**config.mk**
```make
export PLATFORM = sky130hd
export DESIGN_NAME = factorial_prime_exponent_top
export DESIGN_NICKNAME = d
export VERILOG_FILES = /design/src/sv/fpe_pkg.sv /design/src/sv/fpe_ctrl.sv /design/src/sv/fpe_dp.sv /design/src/sv/factorial_prime_exponent_top.sv
export SDC_FILE = /design/constraint.sdc
export NUM_CORES = 1
export LEC_CHECK = 0
export BUFFER_PORTS_ARGS = -buffer_cell sky130_fd_sc_hd__buf_2
export CAP_MARGIN = 15
export CORE_ASPECT_RATIO = 0.5
export CORE_MARGIN = 2
export CORE_UTILIZATION = 55
export CTS_CLUSTER_SIZE = 14
export DETAILED_ROUTE_END_ITERATION = 12
export GPL_TIMING_DRIVEN = 0
export PLACE_DENSITY_LB_ADDON = 0.08
export SYNTH_ARGS = -nofsm -noshare
export SYNTH_HDL_FRONTEND = slang
export SYNTH_SLANG_ARGS = --single-unit
```
**constraint.sdc**
```tcl
create_clock -name clk_i -period 6.05 [get_ports clk_i]
set_clock_uncertainty 0.15 [all_clocks]
set_input_delay 0.605 -clock clk_i [delete_from_list [all_inputs] [get_ports clk_i]]
set_output_delay 0.605 -clock clk_i [all_outputs]
set_load 0.02 [all_outputs]
```
**src/sv/fpe_pkg.sv**
```systemverilog
// Shared types and constants for the factorial prime exponent block.
// No dependencies; used by the controller, the datapath and the top level.
`timescale 1ns / 1ps

package fpe_pkg;

  localparam int unsigned WORD_BITS_DEF = 32;

  // How a result is formed when the controller finishes an item.
  typedef enum logic [1:0] {
    FIN_SUM,
    FIN_ZERO,
    FIN_ONE,
    FIN_BAD
  } fin_e;

  typedef struct packed {
    logic load;
    logic div_init;
    logic div_step;
    logic acc_add;
    logic finish;
    fin_e fin_code;
  } cmd_t;

  typedef struct packed {
    logic base_bad;
    logic base_gt_num;
    logic base_gt_half;
    logic div_last;
    logic quot_ge_base;
    logic out_free;
  } sts_t;

endpackage

```
**src/sv/fpe_ctrl.sv**
```systemverilog
// Controller for the factorial prime exponent block.
// Sequences checks, divisions and accumulation; uses fpe_pkg command/status types.
`timescale 1ns / 1ps

module fpe_ctrl (
  input  logic          clk_i,
  input  logic          rst_ni,
  input  logic          in_valid_i,
  output logic          in_ready_o,
  input  fpe_pkg::sts_t sts_i,
  output fpe_pkg::cmd_t cmd_o
);

  typedef enum logic [2:0] {
    ST_IDLE,
    ST_CHECK,
    ST_DIV,
    ST_ACC,
    ST_TEST
  } state_e;

  state_e state_q, state_d;

  always_comb begin
    state_d         = state_q;
    cmd_o           = '0;
    cmd_o.fin_code  = fpe_pkg::FIN_SUM;
    case (state_q)
      ST_IDLE: begin
        if (in_valid_i) begin
          cmd_o.load = 1'b1;
          state_d    = ST_CHECK;
        end
      end
      ST_CHECK: begin
        // The shortcut results wait here until the output register is free.
        if (sts_i.base_bad || sts_i.base_gt_num || sts_i.base_gt_half) begin
          if (sts_i.out_free) begin
            cmd_o.finish = 1'b1;
            if (sts_i.base_bad) begin
              cmd_o.fin_code = fpe_pkg::FIN_BAD;
            end else if (sts_i.base_gt_num) begin
              cmd_o.fin_code = fpe_pkg::FIN_ZERO;
            end else begin
              cmd_o.fin_code = fpe_pkg::FIN_ONE;
            end
            state_d = ST_IDLE;
          end
        end else begin
          cmd_o.div_init = 1'b1;
          state_d        = ST_DIV;
        end
      end
      ST_DIV: begin
        cmd_o.div_step = 1'b1;
        if (sts_i.div_last) begin
          state_d = ST_ACC;
        end
      end
      ST_ACC: begin
        cmd_o.acc_add = 1'b1;
        state_d       = ST_TEST;
      end
      ST_TEST: begin
        if (sts_i.quot_ge_base) begin
          cmd_o.div_init = 1'b1;
          state_d        = ST_DIV;
        end else if (sts_i.out_free) begin
          cmd_o.finish   = 1'b1;
          cmd_o.fin_code = fpe_pkg::FIN_SUM;
          state_d        = ST_IDLE;
        end
      end
      default: begin
        state_d = ST_IDLE;
      end
    endcase
  end

  always_ff @(posedge clk_i or negedge rst_ni) begin
    if (!rst_ni) begin
      state_q <= ST_IDLE;
    end else begin
      state_q <= state_d;
    end
  end

  assign in_ready_o = (state_q == ST_IDLE);

endmodule

```
**src/sv/fpe_dp.sv**
```systemverilog
// Datapath for the factorial prime exponent block: radix-2 restoring divider,
// running sum and output register. Uses fpe_pkg command/status types.
`timescale 1ns / 1ps

module fpe_dp #(
  parameter int unsigned WORD_BITS = fpe_pkg::WORD_BITS_DEF
) (
  input  logic                 clk_i,
  input  logic                 rst_ni,
  input  logic [WORD_BITS-1:0] number_i,
  input  logic [WORD_BITS-1:0] base_prime_i,
  input  fpe_pkg::cmd_t        cmd_i,
  output fpe_pkg::sts_t        sts_o,
  output logic                 out_valid_o,
  input  logic                 out_ready_i,
  output logic [WORD_BITS-1:0] exponent_o,
  output logic                 bad_base_o
);

  localparam int unsigned CntW = $clog2(WORD_BITS);
  localparam logic [CntW-1:0] LastCnt = CntW'(WORD_BITS - 1);

  logic [WORD_BITS-1:0] base_q;
  logic [WORD_BITS-1:0] dvd_q, dvd_d;   // dividend, shifted out as quotient shifts in
  logic [WORD_BITS-1:0] rem_q, rem_d;
  logic [WORD_BITS-1:0] acc_q;
  logic [CntW-1:0]      cnt_q;
  logic [WORD_BITS-1:0] exp_q, exp_d;
  logic                 bad_q, bad_d;
  logic                 out_valid_q, out_valid_d;

  logic [WORD_BITS:0]   rem_ext;
  logic [WORD_BITS:0]   rem_sub;
  logic                 fits;

  // One restoring division step.
  always_comb begin
    rem_ext = {rem_q, dvd_q[WORD_BITS-1]};
    fits    = (rem_ext >= {1'b0, base_q});
    rem_sub = rem_ext - {1'b0, base_q};
    rem_d   = fits ? rem_sub[WORD_BITS-1:0] : rem_ext[WORD_BITS-1:0];
    dvd_d   = {dvd_q[WORD_BITS-2:0], fits};
  end

  always_ff @(posedge clk_i) begin
    if (cmd_i.load) begin
      base_q <= base_prime_i;
      dvd_q  <= number_i;
      acc_q  <= '0;
    end
    if (cmd_i.div_init) begin
      rem_q <= '0;
      cnt_q <= '0;
    end
    if (cmd_i.div_step) begin
      rem_q <= rem_d;
      dvd_q <= dvd_d;
      cnt_q <= cnt_q + CntW'(1);
    end
    if (cmd_i.acc_add) begin
      acc_q <= acc_q + dvd_q;
    end
  end

  always_comb begin
    exp_d       = exp_q;
    bad_d       = bad_q;
    out_valid_d = out_valid_q;
    if (cmd_i.finish) begin
      out_valid_d = 1'b1;
      bad_d       = (cmd_i.fin_code == fpe_pkg::FIN_BAD);
      case (cmd_i.fin_code)
        fpe_pkg::FIN_SUM:  exp_d = acc_q;
        fpe_pkg::FIN_ONE:  exp_d = WORD_BITS'(1);
        fpe_pkg::FIN_ZERO: exp_d = '0;
        fpe_pkg::FIN_BAD:  exp_d = '0;
        default:           exp_d = '0;
      endcase
    end else if (out_ready_i) begin
      out_valid_d = 1'b0;
    end
  end

  always_ff @(posedge clk_i or negedge rst_ni) begin
    if (!rst_ni) begin
      out_valid_q <= 1'b0;
    end else begin
      out_valid_q <= out_valid_d;
    end
  end

  always_ff @(posedge clk_i) begin
    exp_q <= exp_d;
    bad_q <= bad_d;
  end

  // After loading, dvd_q holds the number; after a division, the quotient.
  assign sts_o.base_bad     = (base_q < WORD_BITS'(2));
  assign sts_o.base_gt_num  = (base_q > dvd_q);
  assign sts_o.base_gt_half = (base_q > (dvd_q >> 1));
  assign sts_o.div_last     = (cnt_q == LastCnt);
  assign sts_o.quot_ge_base = (dvd_q >= base_q);
  assign sts_o.out_free     = !out_valid_q || out_ready_i;

  assign out_valid_o = out_valid_q;
  assign exponent_o  = exp_q;
  assign bad_base_o  = bad_q;

endmodule

```
**src/sv/factorial_prime_exponent_top.sv**
```systemverilog
// Top level of the factorial prime exponent block (Legendre's formula).
// Instantiates fpe_ctrl and fpe_dp; types and defaults come from fpe_pkg.
//
// Usage: an item (number_i, base_prime_i) enters on the in channel
// (in_valid_i/in_ready_o) and yields one result item (exponent_o, bad_base_o)
// on the out channel (out_valid_o/out_ready_i). One item is worked at a time;
// in_ready_o is high only while the block is waiting for a new item.
// A base of 0 or 1 gives exponent 0 with bad_base set; a base above the
// number gives 0, a base above half the number gives 1, each loaded into
// the output register once it is free. Otherwise the block divides
// repeatedly with a radix-2 restoring divider, adding each quotient to a
// running sum and testing it against the base, over k = floor(log_base(number))
// quotients; base 2 with the largest number needs the most. The single shared
// divider handles one item at a time; a new item is taken only after the
// previous result is loaded. The result sits in an output register; while
// the receiver stalls, the block may accept and work on the next item, but
// holds its result until the register frees. Reset clears the controller
// and the output valid.
`timescale 1ns / 1ps

module factorial_prime_exponent_top #(
  parameter int unsigned WORD_BITS = fpe_pkg::WORD_BITS_DEF
) (
  input  logic                 clk_i,
  input  logic                 rst_ni,
  input  logic                 in_valid_i,
  output logic                 in_ready_o,
  input  logic [WORD_BITS-1:0] number_i,
  input  logic [WORD_BITS-1:0] base_prime_i,
  output logic                 out_valid_o,
  input  logic                 out_ready_i,
  output logic [WORD_BITS-1:0] exponent_o,
  output logic                 bad_base_o
);

  fpe_pkg::cmd_t cmd;
  fpe_pkg::sts_t sts;

  fpe_ctrl u_ctrl (
    .clk_i      (clk_i),
    .rst_ni     (rst_ni),
    .in_valid_i (in_valid_i),
    .in_ready_o (in_ready_o),
    .sts_i      (sts),
    .cmd_o      (cmd)
  );

  fpe_dp #(
    .WORD_BITS (WORD_BITS)
  ) u_dp (
    .clk_i        (clk_i),
    .rst_ni       (rst_ni),
    .number_i     (number_i),
    .base_prime_i (base_prime_i),
    .cmd_i        (cmd),
    .sts_o        (sts),
    .out_valid_o  (out_valid_o),
    .out_ready_i  (out_ready_i),
    .exponent_o   (exponent_o),
    .bad_base_o   (bad_base_o)
  );

endmodule

```
==> key figures <==
Clock tree
  – Clock buffer depth: 2
  – Post-CTS setup buffers: 0
  – Clk root buf: clkbuf_16
  – CTS tree: yes
  – H-tree Lvls: 4
  – Clock sinks: 170
  – Clk_lat worst skew: ~0.45 ns
  – CTS Buf Count: 17
  – Reg clk slew, reported paths: 0.07 ns

Pwr
  – Seq pwr share: between 20% and 30%
  – Switching Share: between 40% and 50%
  – Power Density: approximately 600 nW/um^2
  – Maximum VDD drop: 0.000278 V
  – Internal power: approximately 0.0043 W
  – Net switching power figure: roughly 0.0035 W
  – Comb power frac: 56.4%
  – Static leakage: approximately 5.6 nW
  – Clock power frac: approximately 14%

Setup path
  – Worst path slowest cell: edfxtp_1
  – Cell family with most CP delay: compound AO/OA/AOI/OAI gates
  – Crit-path max cell delay: 0.54 ns
  – Worst Setup End Kind: register
  – Worst setup SP type: register
  – Crit path DAT: ~4.2 ns
  – WP buf/inv: 1
  – Crit Path Class: register to register
  – Crit-path cells: ha_1 -> nand4_1 -> nor4_1 -> nand3_1 -> a22o_1 -> a31oi_1 -> o2111ai_1 -> mux2_2 -> o21ai_4 -> buf_12
  – Critical path peak fanout: 25
  – Data required, critical path: just over 6 ns

Final layout
  – Nets@finish: ~1500
  – Post-Layout Cell Count: between 1500 and 2000
  – Antenna cells: 0
  – Area growth syn-to-layout: 13.9%
  – Fillers: about 1700
  – Register area: slightly above 5000 um^2
  – Area of the multi-input gates: 5870 um^2
  – Layout cell share with drive strength beyond 1: 12.5%

Die
  – Top-level I/O count: between 100 and 150
  – Die footprint: ~22000 um^2
  – Core Region: around 20000 um^2
  – Die X: about 210 um
  – Initial Utilization: 55.8%
  – Rows: 37
  – Die Y: approximately 110 um

GRT
  – Vias in the first global route: between 9000 and 10000
  – Initial antenna violation count: 0
  – Wire length of the first global-routing pass: 47900 um
  – Overall Global Routing Usage: 28.4%
  – Overflow after GRT: 0
  – Largest net degree at the start of global routing: 34

STA
  – Setup violators final: 0
  – Worst hold margin: between 0.15 and 0.2 ns
  – Final period util: 69.6%
  – Max-slew violations: 0
  – RSZ-0062 raised after global routing: no
  – Setup_tns: 0 ns
  – Tmin final: between 4 and 5 ns
  – Relative slew margins: between 40% and 50%
  – Final hold vios: 0
  – Slew @ Worst Pin: 0.784 ns
  – FMAX: about 240 MHz

Hold path
  – HP Class: input pin to register

Yosys
  – Simple-gate share of the synthesized area: 14.3%
  – Post-Syn Area per Cell: between 9 and 10 um^2
  – Post-synthesis cell type count: 66
  – Post-synthesis sequential area ratio: ~45%
  – Synth warn: 0
  – Xor-xnor portion of the synthesized cell area: under 10%
  – Post-synth top flop: edfxtp_1
  – Asr flop ratio synth: about 2.4%
  – Post-synthesis compound-gate area fraction: approximately a fifth
  – Area share of fa/ha/maj cells after synthesis: 14.4%
  – Syn_nets: about 1300
  – Synthesized flop and latch total: 170
  – Cell Area, Synth: between 10000 and 15000 um^2
  – Post-synth EDFFs: 166
  – Post-Synthesis Cells: approximately 1100
  – Largest family of logic cells by synthesized area: compound AO/OA/AOI/OAI gates
  – Multiplexer area fraction after synthesis: 0.362%

Place
  – Cells after DPL: ~1500
  – GP Congestion: slightly above 0.9
  – Hpwl dp: approximately 24000 um
  – IO buf count: 102

Drt
  – Drt pass-1 iters: 5
  – DRC: 0
  – Via Count: 9453
  – DRT Wirelength: about 31000 um
  – Post-route antenna net violation count: 0
  – Avg WL per Cell: slightly below 20 um
  – Vias per cell: slightly above 6
  – DRT iter0 DRCs: approximately 670

Run
  – Maxcap violations: 0

Status
  – Status: complete, no violations
-- path summary, 6_finish.rpt --
path,startpoint,to,slack (ns),cells after the start
hold reg to reg,u_dp.acc_q[22],u_dp.exponent_o[22],0.41,1
max in group asynchronous,rst_ni,u_ctrl.state_q[1],5.29,2
setup / recovery,u_dp.base_q[26],u_dp.rem_q[23],1.84,10
min in group asynchronous,rst_ni,u_ctrl.state_q[0],0.34,2
setup reg to reg,u_dp.base_q[26],u_dp.rem_q[23],1.84,10
hold / removal,base_prime_i[22],u_dp.base_q[22],0.18,1
-- state kept, by name (all words and copies together) (netlist names) --
signal / count
u_ctrl.state_q: 3
u_dp.acc_q: 32
u_dp.bad_base_o: 1
u_dp.base_q: 32
u_dp.cnt_q: 5
u_dp.dvd_q: 32
u_dp.exponent_o: 32
u_dp.out_valid_o: 1
u_dp.rem_q: 32
-- cell families (layout without fill, tap and decap cells) --
kind of cell               count (synthesis)  in the layout
AOI/OAI and AO/OA                        334            334
muxes                                      4              4
xor gates and xnor gates                  45             45
and+or+nand+nor                          334            334
adders and majority gates                130            130
DFF                                      170            170
buffers and inverters                    127            267
-- power by group through the flow --
stage               sequential [W]  clock (W)  combinational (W)
finish                     0.00229    0.00111            0.00439
global route               0.00234    0.00115            0.00486
CTS                        0.00229    0.00111            0.00434
detailed placement         0.00231          0            0.00431
global placement           0.00234          0            0.00407
floorplan                  0.00232          0            0.00306
-- area by class of cell --
type                    instances  share of cell area, %
clock buffers                  18                   3.30
inverters                      93                   2.69
well taps                     273                   2.63
plain buffers                  34                   1.07
flip-flops and latches        170                   39.1
multi-input cells             847                   45.1
repair buffers                108                   4.95
clock inverters                14                   1.13
-- stage by stage --
| stage | cell area, um^2 | utilization (%) | power, W | setup slack, ns |
|---|---|---|---|---|
| after floorplan | 11400 | - | 0.00539 | 0.418 |
| after global placement | 12300 | 60.0 | 0.00642 | -1.82 |
| after detailed placement | 12400 | 60.7 | 0.00661 | 1.84 |
| after CTS | 13000 | 63.5 | 0.00774 | 1.85 |
| after global routing | 13000 | 63.5 | 0.00835 | 1.57 |
| final | 13000 | 63.5 | 0.00779 | 1.84 |
-- synth_stat cells (6+ instances only) --
cell type  count  area, um^2
edfxtp_1     166        4980
ha_1         128        1600
inv_1         93         349
a21oi_1       91         455
nand2_1       91         342
o21ai_0       80         400
nor2_1        61         229
a21o_1        42         315
nand3_1       38         190
and2_1        37         231
nor3_1        37         185
xnor2_1       26         228
clkbuf_1      24        90.1
xor2_1        19         166
o21a_1        18         135
nand4_1       17         106
o211ai_1      15         113
a31oi_1       12        75.1
nor2b_1       12        75.1
a211oi_1      11        82.6
nor4_1        11        68.8
and3_1         8        50.1
nand2b_1       8        50.1
o31ai_1        8        60.1
o21bai_1       7        52.6
o22ai_1        7        43.8
buf_2          6        30.0
or2_2          6        37.5
-- worst register-to-register path, cell delays in order (launching register included) --
cell and delay, ns:
edfxtp_1 0.54, ha_1 0.37, nand4_1 0.20, nor4_1 0.50, nand3_1 0.17, a22o_1 0.26
a31oi_1 0.44, o2111ai_1 0.20, mux2_2 0.33, o21ai_4 0.46, buf_12 0.28
-- repair_timing --
item | 4_1_cts | 5_1_grt
gates resized for setup | 0 | 0
hold endpoints to repair | 4 | 0
endpoints found under the setup margin | 0 | 0
hold buffers | 1 | 0
-- layer usage --
layer  share of wire, %  up-vias  track usage, %
met3                8.0       52            5.87
li1                   -     4515               -
met2                 45      336            45.6
met4                1.9        0            8.66
met5                  0        -               0
met1                 45     4550            38.9
-- layout by cell type (no fill, tap or decap), types with 7 or more instances in the layout --
| master | synthesis | routed |
|---|---|---|
| nor3_1 | 37 | 37 |
| a21o_1 | 42 | 42 |
| xnor2_1 | 26 | 26 |
| ha_1 | 128 | 128 |
| o31ai_1 | 8 | 8 |
| o22ai_1 | 7 | 7 |
| xor2_1 | 19 | 19 |
| nor4_1 | 11 | 11 |
| o21a_1 | 18 | 18 |
| o211ai_1 | 15 | 15 |
| a211oi_1 | 11 | 11 |
| buf_2 | 6 | 108 |
| o21bai_1 | 7 | 7 |
| clkbuf_16 | 0 | 17 |
| o21ai_0 | 80 | 78 |
| edfxtp_1 | 166 | 166 |
| nand2b_1 | 8 | 8 |
| nand4_1 | 17 | 17 |
| nand2_1 | 91 | 91 |
| and2_1 | 37 | 37 |
| a21oi_1 | 91 | 91 |
| a31oi_1 | 12 | 12 |
| clkbuf_1 | 24 | 25 |
| inv_1 | 93 | 93 |
| and3_1 | 8 | 8 |
| nand3_1 | 38 | 38 |
| nor2b_1 | 12 | 12 |
| nor2_1 | 61 | 61 |
Note: power is estimated with default switching activity, not from simulation.
